==> src/icoc_pkg.sv <==
// ----------------------------------------------------------------------------
// icoc_pkg
// Types and codes shared by the interval clock and option controller.
// ----------------------------------------------------------------------------
package icoc_pkg;

  localparam int WORD_W    = 16;
  localparam int ELAPSED_W = 22;

  // transaction kinds
  localparam logic [2:0] KIND_READ  = 3'd0;
  localparam logic [2:0] KIND_WRITE = 3'd1;
  localparam logic [2:0] KIND_PULSE = 3'd2;
  localparam logic [2:0] KIND_SKIP  = 3'd3;
  localparam logic [2:0] KIND_TICK  = 3'd4;

  // read function codes
  localparam logic [3:0] RD_INTERVAL = 4'o02;
  localparam logic [3:0] RD_ID       = 4'o11;
  localparam logic [3:0] RD_CELL     = 4'o12;
  localparam logic [3:0] RD_VECTOR   = 4'o13;
  localparam logic [3:0] RD_SENSE    = 4'o16;
  localparam logic [3:0] RD_DATA_SW  = 4'o17;

  // write function codes
  localparam logic [3:0] WR_INTERVAL = 4'o02;
  localparam logic [3:0] WR_CONTROL  = 4'o07;
  localparam logic [3:0] WR_CELL     = 4'o12;
  localparam logic [3:0] WR_VECTOR   = 4'o13;
  localparam logic [3:0] WR_LIGHTS   = 4'o17;

  // control pulse function codes
  localparam logic [3:0] PL_ACK_INC0 = 4'o00;
  localparam logic [3:0] PL_ACK      = 4'o01;
  localparam logic [3:0] PL_ACK_INC2 = 4'o02;
  localparam logic [3:0] PL_NOP_LO   = 4'o04;
  localparam logic [3:0] PL_NOP_HI   = 4'o07;
  localparam logic [3:0] PL_MASK_SET = 4'o15;
  localparam logic [3:0] PL_MASK_CLR = 4'o16;
  localparam logic [3:0] PL_RESET    = 4'o17;

  localparam logic [3:0] SKIP_TEST   = 4'o00;

  localparam logic [WORD_W-1:0] DEVICE_ID_RESET = 16'd80;

  typedef struct packed {
    logic [2:0]        kind;
    logic [3:0]        func;
    logic [WORD_W-1:0] write_data;
    logic [WORD_W-1:0] cell_word;
    logic [WORD_W-1:0] sense_switches;
    logic [WORD_W-1:0] data_switches;
  } req_t;

  typedef struct packed {
    logic [WORD_W-1:0] read_data;
    logic              skip;
    logic              cell_store;
    logic [WORD_W-1:0] cell_address;
    logic [WORD_W-1:0] cell_value;
    logic              irq_pending;
    logic [WORD_W-1:0] irq_vector;
    logic [WORD_W-1:0] lights;
    logic              unsupported;
  } rsp_t;

endpackage

==> src/icoc_stream.sv <==
// ----------------------------------------------------------------------------
// icoc_stream
// Valid/ready channel carrying one payload per transaction.
// ----------------------------------------------------------------------------
interface icoc_stream #(
  parameter type T = logic
);
  logic valid;
  logic ready;
  T     payload;

  modport source (output valid, output payload, input ready);
  modport sink   (input valid, input payload, output ready);
endinterface

==> src/interval_clock_option_controller.sv <==
// A result is registered in the result register, or in the skid entry while
//   rsp stalls. Throughput: one request per cycle while the skid entry is
//   empty, so a request is taken while a result waits on the response side.
// Reset (rst, synchronous): all option registers, the interrupt, the mask and
//   the tick count clear; device_id returns to 80; both result slots empty.
// ----------------------------------------------------------------------------
// interval_clock_option_controller
// Option register file, interval clock and interrupt logic, one pass per
// request transaction.
// ----------------------------------------------------------------------------
module interval_clock_option_controller #(
  parameter int ACTIVE_BIT    = 15,
  parameter int INCREMENT_BIT = 14,
  parameter int SLOW_BIT      = 13,
  parameter int SLOW_SHIFT    = 5
) (
  input  logic                      clk,
  input  logic                      rst,
  input  logic                      cfg_wr_en,
  input  logic [icoc_pkg::WORD_W-1:0] cfg_wr_data,
  icoc_stream.sink                  req,
  icoc_stream.source                rsp
);
  import icoc_pkg::*;

  localparam int PERIOD_W = WORD_W + 1 + SLOW_SHIFT;
  localparam int CMP_W    = (PERIOD_W > ELAPSED_W) ? PERIOD_W : ELAPSED_W;

  logic [WORD_W-1:0]    device_id;
  logic [WORD_W-1:0]    interval_reg, interval_next;
  logic [WORD_W-1:0]    control_reg, control_next;
  logic [WORD_W-1:0]    cell_addr_reg, cell_addr_next;
  logic [WORD_W-1:0]    vector_reg, vector_next;
  logic [WORD_W-1:0]    lights_reg, lights_next;
  logic                 mask_bit, mask_next;
  logic                 pending_bit, pending_next;
  logic [ELAPSED_W-1:0] elapsed_ticks, elapsed_next;

  rsp_t result;
  rsp_t out_data, skid_data;
  logic out_valid, skid_valid;

  logic                 accept;
  logic [WORD_W:0]      base_period;
  logic [PERIOD_W-1:0]  period;
  logic [ELAPSED_W-1:0] elapsed_inc;
  logic                 expired;
  logic [WORD_W-1:0]    cell_inc;
  req_t                 r;

  assign r      = req.payload;
  assign accept = req.valid && req.ready;

  // period is recomputed from the live registers on every tick
  assign base_period = {1'b1, {WORD_W{1'b0}}} - {1'b0, interval_reg};
  assign period      = control_reg[SLOW_BIT]
                     ? ({{SLOW_SHIFT{1'b0}}, base_period} << SLOW_SHIFT)
                     : {{SLOW_SHIFT{1'b0}}, base_period};
  assign elapsed_inc = elapsed_ticks + ELAPSED_W'(1);
  assign expired     = CMP_W'(elapsed_inc) >= CMP_W'(period);
  assign cell_inc    = r.cell_word + WORD_W'(1);

  always_comb begin
    interval_next  = interval_reg;
    control_next   = control_reg;
    cell_addr_next = cell_addr_reg;
    vector_next    = vector_reg;
    lights_next    = lights_reg;
    mask_next      = mask_bit;
    pending_next   = pending_bit;
    elapsed_next   = elapsed_ticks;

    result              = '0;
    case (r.kind)
      KIND_READ: begin
        case (r.func)
          RD_INTERVAL: result.read_data = interval_reg;
          RD_ID:       result.read_data = device_id;
          RD_CELL:     result.read_data = cell_addr_reg;
          RD_VECTOR:   result.read_data = vector_reg;
          RD_SENSE:    result.read_data = r.sense_switches;
          RD_DATA_SW:  result.read_data = r.data_switches;
          default:     result.unsupported = 1'b1;
        endcase
      end
      KIND_WRITE: begin
        case (r.func)
          WR_INTERVAL: interval_next = r.write_data;
          WR_CONTROL:  control_next = r.write_data;
          WR_CELL:     cell_addr_next = r.write_data;
          WR_VECTOR: begin
            vector_next = r.write_data;
            mask_next   = 1'b1;
          end
          WR_LIGHTS:   lights_next = r.write_data;
          default:     result.unsupported = 1'b1;
        endcase
      end
      KIND_PULSE: begin
        if (r.func == PL_ACK_INC0 || r.func == PL_ACK_INC2) begin
          pending_next                = 1'b0;
          control_next[INCREMENT_BIT] = 1'b1;
        end else if (r.func == PL_ACK) begin
          pending_next = 1'b0;
        end else if (r.func inside {[PL_NOP_LO:PL_NOP_HI]}) begin
          // accepted, no effect
        end else if (r.func == PL_MASK_SET) begin
          mask_next = 1'b1;
        end else if (r.func == PL_MASK_CLR) begin
          mask_next = 1'b0;
        end else if (r.func == PL_RESET) begin
          mask_next    = 1'b0;
          control_next = '0;
        end else begin
          result.unsupported = 1'b1;
        end
      end
      KIND_SKIP: begin
        if (r.func == SKIP_TEST) begin
          result.skip = !pending_bit;
        end else begin
          result.unsupported = 1'b1;
        end
      end
      KIND_TICK: begin
        elapsed_next = elapsed_inc;
        if (expired) begin
          elapsed_next = '0;
          if (control_reg[ACTIVE_BIT] && control_reg[INCREMENT_BIT]) begin
            if (cell_addr_reg != '0) begin
              if (cell_inc == '0 && mask_bit) begin
                pending_next = 1'b1;
              end
              result.cell_store   = 1'b1;
              result.cell_address = cell_addr_reg;
              result.cell_value   = cell_inc;
            end
          end else if (control_reg[ACTIVE_BIT] && mask_bit) begin
            pending_next = 1'b1;
          end
        end
      end
      default: result.unsupported = 1'b1;
    endcase

    result.irq_pending = pending_next;
    result.irq_vector  = vector_next;
    result.lights      = lights_next;
  end

  always_ff @(posedge clk) begin
    if (rst) begin
      device_id     <= DEVICE_ID_RESET;
      interval_reg  <= '0;
      control_reg   <= '0;
      cell_addr_reg <= '0;
      vector_reg    <= '0;
      lights_reg    <= '0;
      mask_bit      <= 1'b0;
      pending_bit   <= 1'b0;
      elapsed_ticks <= '0;
    end else begin
      if (cfg_wr_en) begin
        device_id <= cfg_wr_data;
      end
      if (accept) begin
        interval_reg  <= interval_next;
        control_reg   <= control_next;
        cell_addr_reg <= cell_addr_next;
        vector_reg    <= vector_next;
        lights_reg    <= lights_next;
        mask_bit      <= mask_next;
        pending_bit   <= pending_next;
        elapsed_ticks <= elapsed_next;
      end
    end
  end

  // result register with one skid entry behind it
  assign req.ready   = !skid_valid;
  assign rsp.valid   = out_valid;
  assign rsp.payload = out_data;

  always_ff @(posedge clk) begin
    if (rst) begin
      out_valid  <= 1'b0;
      skid_valid <= 1'b0;
    end else if (rsp.ready || !out_valid) begin
      if (skid_valid) begin
        out_valid  <= 1'b1;
        skid_valid <= 1'b0;
      end else begin
        out_valid <= accept;
      end
    end else if (accept) begin
      skid_valid <= 1'b1;
    end
  end

  always_ff @(posedge clk) begin
    if (rsp.ready || !out_valid) begin
      if (skid_valid) begin
        out_data <= skid_data;
      end else if (accept) begin
        out_data <= result;
      end
    end else if (accept) begin
      skid_data <= result;
    end
  end

endmodule

==> src/flat_wrapper.sv <==
// flat-port wrapper written by rule: the top's interface ports become plain ports
module interval_clock_option_controller_flat import icoc_pkg::*;
#(
  parameter int ACTIVE_BIT    = 15,
  parameter int INCREMENT_BIT = 14,
  parameter int SLOW_BIT      = 13,
  parameter int SLOW_SHIFT    = 5
)
  (clk, rst, cfg_wr_en, cfg_wr_data, req_valid, req_payload, req_ready, rsp_valid, rsp_payload, rsp_ready);
  icoc_stream #(.T(req_t)) req_i ();
  icoc_stream #(.T(rsp_t)) rsp_i ();
  input  logic clk;
  input  logic rst;
  input  logic cfg_wr_en;
  input  logic [icoc_pkg::WORD_W-1:0] cfg_wr_data;
  input wire logic [$bits(req_i.valid)-1:0] req_valid;
  input wire logic [$bits(req_i.payload)-1:0] req_payload;
  output wire logic [$bits(req_i.ready)-1:0] req_ready;
  output wire logic [$bits(rsp_i.valid)-1:0] rsp_valid;
  output wire logic [$bits(rsp_i.payload)-1:0] rsp_payload;
  input wire logic [$bits(rsp_i.ready)-1:0] rsp_ready;
  assign req_i.valid = req_valid;
  assign req_i.payload = req_payload;
  assign req_ready = req_i.ready;
  assign rsp_valid = rsp_i.valid;
  assign rsp_payload = rsp_i.payload;
  assign rsp_i.ready = rsp_ready;
  interval_clock_option_controller #(.ACTIVE_BIT(ACTIVE_BIT), .INCREMENT_BIT(INCREMENT_BIT), .SLOW_BIT(SLOW_BIT), .SLOW_SHIFT(SLOW_SHIFT)) u_core (.clk(clk), .rst(rst), .cfg_wr_en(cfg_wr_en), .cfg_wr_data(cfg_wr_data), .req(req_i), .rsp(rsp_i));
endmodule
==> config.mk <==
export PLATFORM = sky130hd
export DESIGN_NAME = interval_clock_option_controller_flat
export DESIGN_NICKNAME = d
export VERILOG_FILES = /design/src/icoc_pkg.sv /design/src/icoc_stream.sv /design/src/interval_clock_option_controller.sv /design/src/flat_wrapper.sv
export SDC_FILE = /design/constraint.sdc
export NUM_CORES = 1
export LEC_CHECK = 0
export ABC_CLOCK_PERIOD_IN_PS = 5700
export BUFFER_PORTS_ARGS = -buffer_cell sky130_fd_sc_hd__buf_2
export CAP_MARGIN = 20
export CORE_ASPECT_RATIO = 1.2
export CORE_MARGIN = 1
export CORE_UTILIZATION = 25
export DETAILED_ROUTE_END_ITERATION = 10
export PLACE_DENSITY = 0.43
export SETUP_SLACK_MARGIN = 0.5
export SLEW_MARGIN = 20
export SYNTH_ARGS = -nofsm -noshare
export SYNTH_HDL_FRONTEND = slang
export SYNTH_SLANG_ARGS = --single-unit
==> constraint.sdc <==
create_clock -name clk -period 5.7 [get_ports clk]
set_input_delay 0.57 -clock clk [delete_from_list [all_inputs] [get_ports clk]]
set_output_delay 0.57 -clock clk [all_outputs]
set_load 0.05 [all_outputs]
### After elaboration in Yosys (flattened, before gate mapping)

Index checks and enable logic that the tools add are counted.

* flip-flop bits (word level): 290
* input port bits: 92
* output and inout port bits: 86
* logic and storage cells: 144

* add/sub/neg operators: 3
* magnitude comparators: 3
* equal/unequal tests: 27
* mux-type cells: 53
* bitwise logic cells: 1
* reductions and logical operators: 27

Operators by type and width (count)
* $mux 16: 11
* $mux 84: 2
* $mux 33: 4
* $pmux 16 s6: 1
* $mux 22: 2
* $pmux 16 s2: 1
* $mux 1: 28
* $eq 4x4->1 const B: 6
* $add 22x1->22 const B: 1
* $ge 22x22->1: 1
* $sub 17x16->17 const A: 1
* $add 16x1->16 const B: 1
* $logic_not 16->1: 1
* $reduce_bool 16->1: 1
* $mux 14: 1
* $ne 3x2->1 const B: 4
* $ne 2x2->1 const B: 5
* $reduce_and 9->1: 1
* $reduce_and 8->1: 1
* $reduce_and 7->1: 1
* $eq 3x2->1 const B: 2
* $ne 2x1->1 const B: 3
* $reduce_and 2->1: 3
* $reduce_and 3->1: 2
* 21 further kinds: 30

### Depth between registers and ports, before layout

Gate-level depths: netlist of run 1.

* word-level depth: 10
* mapped depth: 15
* mapped depth without buffers: 14

### Least setup slack after synthesis of run 1

No wires, ideal clock.

* kind: register to register
* from: reg u_core.skid_valid
* to: reg u_core.skid_data[0] in the netlist's numbering, enable pin
* library setup time: 0.527 ns
* arrival time: 4.620 ns
* data required time: 5.173 ns
* path slack: 0.553 ns
* cell stages (with the launch flop): 7
* path buffers: 3
* clock period less this slack: 5.147 ns
* path through: dfxtp_1 > clkbuf_1 > inv_2 > nand2_1 > clkbuf_1 > clkbuf_1 > nor2_1

* longest elaborated chain between the ends: 3

RTL lines
* start: declaration: line interval_clock_option_controller.sv:41 `logic out_valid, skid_valid;`
* start signal: assignment: line interval_clock_option_controller.sv:187 `skid_valid <= 1'b0;`
* start signal: assignment: line interval_clock_option_controller.sv:191 `skid_valid <= 1'b0;`
* start signal: assignment: line interval_clock_option_controller.sv:196 `skid_valid <= 1'b1;`
* $logic_not 1->1: line interval_clock_option_controller.sv:180 `assign req.ready = !skid_valid;`
* $logic_and 1x1->1: line interval_clock_option_controller.sv:52 `assign accept = req.valid && req.ready;`
* $reduce_and 2->1 (no line)
* end signal: assignment: line interval_clock_option_controller.sv:208 `skid_data <= result;`
* end: declaration: line interval_clock_option_controller.sv:40 `rsp_t out_data, skid_data;`

No other way between the ends.
A chain may end at the register's enable or synchronous reset.

### Final worst setup path of run 1

* from: reg u_core.interval_reg[6]
* to: reg u_core.out_data, in the netlist u_core.rsp.payload[35], data pin

* longest elaborated chain between the ends: 7

RTL lines
* start: declaration: line interval_clock_option_controller.sv:30 `logic [WORD_W-1:0] interval_reg, interval_next;`
* start signal: assignment: line interval_clock_option_controller.sv:167 `interval_reg <= interval_next;`
* $sub 17x16->17: line interval_clock_option_controller.sv:55 `assign base_period = {1'b1, {WORD_W{1'b0}}} - {1'b0, interval_reg};`
* $mux 22: line interval_clock_option_controller.sv:57 `? ({{SLOW_SHIFT{1'b0}}, base_period} << SLOW_SHIFT)`
* $ge 22x22->1: line interval_clock_option_controller.sv:60 `assign expired = CMP_W'(elapsed_inc) >= CMP_W'(period);`
* $mux 33: line interval_clock_option_controller.sv:127 `if (expired) begin`
* $mux 33: line interval_clock_option_controller.sv:74 `case (r.kind)`
* $mux 84: line interval_clock_option_controller.sv:204 `end else if (accept) begin`
* $mux 84: line interval_clock_option_controller.sv:202 `if (skid_valid) begin`
* end signal: assignment: line interval_clock_option_controller.sv:203 `out_data <= skid_data;`
* end signal: assignment: line interval_clock_option_controller.sv:205 `out_data <= result;`
* end: declaration: line interval_clock_option_controller.sv:40

No other way between the ends. The select of a mux whose other input is x is not followed.

==> results of run 1 <==
==> logic make-up (layout without fill, tap and decap cells) <==
logic type | count (synthesis) | in the layout | synth area share, %
multiplexers | 122 | 122 | 9.83
other | 0 | 5 | 0
XOR/XNOR | 49 | 49 | 3.18
adder cells (fa/ha/maj) | 25 | 25 | 2.32
buffers and inverters | 96 | 279 | 2.89
AO/OA/AOI/OAI | 227 | 227 | 11.4
flip-flops | 277 | 277 | 53.5
AND/OR/NAND/NOR | 482 | 482 | 16.8
==> how the worst max path moves through the flow <==
stage | start | endpoint | slack [ns] | cells after the start
finish | u_core.interval_reg[6]$_SDFFE_PP0P_ | u_core.rsp.payload[35]$_DFFE_PP_ | 1.16 | 14
global route | u_core.interval_reg[6]$_SDFFE_PP0P_ | u_core.rsp.payload[50]$_DFFE_PP_ | 0.96 | 14
CTS | u_core.interval_reg[6]$_SDFFE_PP0P_ | u_core.rsp.payload[35]$_DFFE_PP_ | 1.23 | 14
detailed placement | u_core.interval_reg[6]$_SDFFE_PP0P_ | u_core.rsp.payload[63]$_DFFE_PP_ | 1.28 | 14
global placement | u_core.interval_reg[6]$_SDFFE_PP0P_ | u_core.rsp.payload[62]$_DFFE_PP_ | 1.35 | 14
floorplan | u_core.skid_valid$_SDFFE_PP0P_ | u_core.skid_data[0]$_DFFE_PP_ | 0.55 | 6
==> worst max-delay path: stages, from the launching register on <==
cell       delay (ns)
dfxtp_1          0.37
or4_1            0.59
nor3_1           0.24
nand3_1          0.19
nor3_1           0.25
xnor2_1          0.18
nand2_1          0.10
ha_1             0.37
nand4_2          0.16
nor4_2           0.35
nand2_1          0.11
or2_0            0.59
a2111oi_4        0.44
buf_4            0.29
a22o_1           0.16
==> Yosys cell counts (all sizes together) (9+ instances only) <==
cell type	n	area, um^2
a31oi	15	93.8
nand4	20	138
mux2i	37	370
dfxtp	109	2180
ha	25	313
o211ai	12	95.1
edfxtp	168	5040
buf	21	108
and2	25	156
or4	10	75.1
a22oi	22	165
nor3	36	191
nand3	29	145
a22o	28	258
inv	17	63.8
xnor2	34	298
and3	9	56.3
nand2	200	751
mux2	85	957
o21ai	28	140
xor2	15	131
nor2	105	394
a21oi	84	420
clkbuf	58	219
==> stage by stage <==
step	instances	total power, mW	util [%]
finish	2171	5.00	30.8
global route	2170	5.18	30.8
CTS	2166	5.08	30.8
detailed placement	2102	2.76	28.6
global placement	2101	2.76	28.6
floorplan	1278	2.59	-
==> layout make-up <==
type | instances | area, um^2
multi-input combinational | 905 | 5900
antenna | 5 | 12.5
clock buffer | 46 | 968
fill | 5570 | 36600
clock inverter | 18 | 205
timing repair buffer | 198 | 1060
inverter | 17 | 63.8
tap | 705 | 882
sequential | 277 | 7230
==> power by group <==
| group | leakage, nW | switching, mW | internal (mW) |
|---|---|---|---|
| combinational | 2.98 | 0.357 | 0.133 |
| sequential | 2.51 | 0.0337 | 2.20 |
| clock | 0.582 | 0.899 | 1.39 |
| total | 6.07 | 1.29 | 3.71 |
==> metal layers <==
metal | global-route usage, % | routed length [um] | vias to the layer above
met1 | 21.2 | 20000 | 5008
li1 | - | - | 4990
met5 | 0 | 103 | -
met2 | 24.6 | 19900 | 271
met3 | 3.53 | 2450 | 68
met4 | 5.62 | 1090 | 18
==> flow_metrics.tcl, run 1 <==
set metrics [dict create \
    rr_endpoint "u_core.rsp.payload[35]$_DFFE_PP_" \
    synth_seq_cells 277 \
    nets 1551 \
    yosys_warnings 0 \
    whs_ns 0.260 \
    cp_data_required_time_ns 6.10 \
    ctsHoldBuffers 0 \
    status "complete, no violations" \
    drcViolationCount 0 \
    port_buffers 177 \
    die_h_um 257 \
    initial_core_util_pct 25.5 \
    cts_setup_buffers 0 \
    worst_slack_ns 1.16 \
    rr_startpoint "u_core.interval_reg[6]$_SDFFE_PP0P_" \
    clockBufferDepth 3 \
    cts_tree "built" \
    dpl_cell_area_um2 15100 \
    cts_sinks 277 \
    clockRootBuffer "clkbuf_16" \
    grt_antenna_before_repair 13 \
    fin_worst_skew_ns 0.0261 \
    worst_slew_pin_slew_ns 1.21 \
    seq_area_frac_synth_pct 53.5 \
    cts-buffers-inserted 35 \
    routed_wl_um 43500 \
    grt.overflow.total 0 \
    min_to "u_core.device_id[0]$_SDFFE_PP0P_" \
    cts-resized-gates 0 \
    tns_ns 0 \
    coreArea_um2 53000 \
    hp-class "input port to flop" \
    power.leakage_nw 6.07 \
    arrival_ns 4.94 \
    end_kind "flop" \
    cp-start-kind "flop" \
    final_area_um2 16300 \
    slew_viol_final 0 \
    worstRegToRegCells 14 \
    wl_per_cell_um 20.1 \
    avgSynthCellArea_um2 10.6 \
    clk_pin_slew_ns 0.06 \
    grt_pass1_wl_um 65700 \
    grt_pass1_vias 10217 \
    clock.fmax_mhz 220 \
    setup_violations 0 \
    grt_max_degree 60 \
    rsz0062_at_grt "no" \
    drive_gt1_share_pct 25.0 \
    min_period_ns 4.54 \
    io_pins 178 \
    final_hold_viol_count 0 \
    syn_to_final_growth_pct 20.8 \
    worstPathMaxFanout 17 \
    die_area_um2 55000 \
    path_class "flop to flop" \
    route.vias.total 10355 \
    die_w_um 214 \
    p_per_area_nw_per_um2 307 \
    worstHoldPathCells 3 \
    final_cell_mix "nand2_1 (200), buf_2 (176), edfxtp_1 (168)" \
    synthFlopType "edfxtp_1" \
    synth_edf_count 168 \
    hold_start "cfg_wr_data[0]" \
    drv_cap 0 \
    ys_types 67 \
    max_slew_margin_pct 19.4 \
    cts.htree.levels 2 \
    drt_iter0_drc 766 \
    async_flop_share_pct 0 \
    grt.total_usage_pct 15.7 \
    ir_drop_mv 0.162 \
    finalWeightedCongestion 0.813 \
    netlist_area_um2 13500 \
    dr.pass1.iters 5 \
    synth_nets 1395 \
    period_share_pct 79.6 \
    syn_inst 1278 \
    hpwl_um 30400 \
    layout_commonest_cell "nand2_1" \
    clkLatencyLatePin_ns 0.55 \
    antenna_left 0 \
    vias_per_cell 4.77 \
    rows 92 \
    r2r_setup_slack_ns 1.16 \
    dp_slack_ns 1.28 \
]
No activity file was read; power rests on OpenSTA's default activity.
==> inputs of run 2 (changes only) <==
--- a/config.mk
+++ b/config.mk
@@ -5,7 +5,7 @@
 export SDC_FILE = /design/constraint.sdc
 export NUM_CORES = 1
 export LEC_CHECK = 0
-export ABC_CLOCK_PERIOD_IN_PS = 5700
+export ABC_CLOCK_PERIOD_IN_PS = 4400
 export BUFFER_PORTS_ARGS = -buffer_cell sky130_fd_sc_hd__buf_2
 export CAP_MARGIN = 20
 export CORE_ASPECT_RATIO = 1.2
==> constraint.sdc (replaced) <==
create_clock -name clk -period 4.4 [get_ports clk]
set_input_delay 0.44 -clock clk [delete_from_list [all_inputs] [get_ports clk]]
set_output_delay 0.44 -clock clk [all_outputs]
set_load 0.05 [all_outputs]
==> flow_metrics.tcl, run 2 (same netlist as run 1, synthesis figures left out) <==
set metrics [dict create \
    port_buffers 177 \
    cp-start-kind "flop" \
    die_h_um 257 \
    rsz0062_at_grt "yes" \
    grt_antenna_before_repair 12 \
    clk_pin_slew_ns 0.06 \
    routed_wl_um 44300 \
    worstHoldPathCells 3 \
    path_class "flop to flop" \
    total_power_mw 6.16 \
    ctsHoldBuffers 0 \
    grt.total_usage_pct 15.7 \
    coreArea_um2 53000 \
    worstRegToRegCells 15 \
    status "complete, no violations" \
    clockBufferDepth 3 \
    clock.fmax_mhz 261 \
    io_pins 178 \
    die_w_um 214 \
    setup_violations 0 \
    nets 1556 \
    fin_worst_skew_ns 0.0352 \
    end_kind "flop" \
    layout_commonest_cell "nand2_1" \
    cp_data_required_time_ns 4.85 \
    final_area_um2 16400 \
    die_area_um2 55000 \
    cts-buffers-inserted 31 \
    cts_tree "built" \
    min_period_ns 3.84 \
    drcViolationCount 0 \
    vias_per_cell 4.78 \
    cts.htree.levels 1 \
    finalWeightedCongestion 0.811 \
    grt_pass1_vias 10148 \
    period_share_pct 87.2 \
    cts_sinks 277 \
    grt.overflow.total 0 \
    drv_cap 0 \
    worstPathMaxFanout 6 \
    dpl_cell_area_um2 15200 \
    p_per_area_nw_per_um2 376 \
    arrival_ns 4.29 \
    clkLatencyLatePin_ns 0.60 \
    route.vias.total 10390 \
    max_slew_margin_pct 36.5 \
    worst_slew_pin_slew_ns 0.950 \
    rows 92 \
    final_hold_viol_count 0 \
    tns_ns 0 \
    drt_iter0_drc 679 \
    initial_core_util_pct 25.5 \
    slew_viol_final 0 \
    final_cell_mix "nand2_1 (200), buf_2 (176), edfxtp_1 (168)" \
    grt_pass1_wl_um 65900 \
    ir_drop_mv 0.314 \
    grt_max_degree 70 \
    wl_per_cell_um 20.4 \
    hpwl_um 30600 \
    clockRootBuffer "clkbuf_16" \
    hp-class "input port to flop" \
    syn_to_final_growth_pct 21.4 \
    power.leakage_nw 6.08 \
    drive_gt1_share_pct 26.2 \
    antenna_left 0 \
    dr.pass1.iters 5 \
    r2r_setup_slack_ns 0.56 \
]
run 2: cell count changes in the layout (fill, tap and decap cells not counted), moves of 3 or more:
cell | before | now
clkinv_2 | 8 | 5
buf_4 | 21 | 24
buf_6 | 0 | 3
nor3_2 | 0 | 3
clkbuf_8 | 3 | 6
nor3_1 | 35 | 31
clkbuf_16 | 36 | 32
run 2: power by group:
part           internal, mW  switching (mW)
logic                 0.177           0.466
clock network          1.52            1.12
registers              2.84          0.0445
run 2: worst paths after layout:
path | from | to
max | u_core.interval_reg[7]$_SDFFE_PP0P_ | u_core.rsp.payload[35]$_DFFE_PP_
min | cfg_wr_data[5] | u_core.device_id[5]$_SDFFE_PP0P_
max reg2reg | u_core.interval_reg[7]$_SDFFE_PP0P_ | u_core.rsp.payload[35]$_DFFE_PP_
min reg2reg | u_core.elapsed_ticks[21]$_SDFFE_PP0P_ | u_core.elapsed_ticks[21]$_SDFFE_PP0P_
run 2: per-layer routing:
layer / vias to the layer above / part of all wire [%] / global-route usage, % / wire length (um)
met2: 268 / 45 / 24.8 / 20200
met1: 5036 / 46 / 21.7 / 20600
met4: 16 / 2.8 / 4.96 / 1240
met3: 72 / 5.2 / 2.74 / 2290
li1: 4998 / - / - / -
met5: - / 0.22 / 0 / 97
run 2: per-stage QoR:
step | worst slack [ns] | instances | hold slack [ns] | util [%]
after global routing | 0.334 | 2172 | 0.0804 | 31.0
after detailed placement | 0.413 | 2107 | 0.455 | 28.7
after floorplan | 0.651 | 1278 | 0.432 | -
final | 0.562 | 2173 | 0.0799 | 31.0
after CTS | 0.505 | 2167 | 0.0539 | 30.7
after global placement | 0.489 | 2107 | 0.441 | 28.7
run 2: cell type report:
| cell class | instances | area [um^2] |
|---|---|---|
| repair buffers | 207 | 1170 |
| flip-flops and latches | 277 | 7230 |
| clock inverters | 14 | 136 |
| diodes | 4 | 10.0 |
| well taps | 705 | 882 |
| clock buffers | 44 | 885 |
| inverters | 17 | 63.8 |
| fillers | 5536 | 36600 |
| multi-input cells | 905 | 6010 |
run 2: what timing repair did:
action | in CTS | in global routing
endpoints found under the setup margin | 33 | 69
cloned | 1 | 1
setup buffers | 1 | 1
pin swaps | 1 | 11
gates resized for setup | 9 | 22
run 2: critical path, cell delays in order, from the launching register on:
cell and delay [ns]:
dfxtp_4 0.36, or4_4 0.56, nor3_4 0.20, nand3_2 0.13, nor4_4 0.25, xnor2_1 0.17, mux2i_1 0.10, ha_1 0.35
nand4_1 0.16, nor4_4 0.30, a21oi_1 0.14, o2111a_1 0.19, a2111oi_4 0.36, buf_6 0.18, buf_8 0.12, a22o_1 0.11
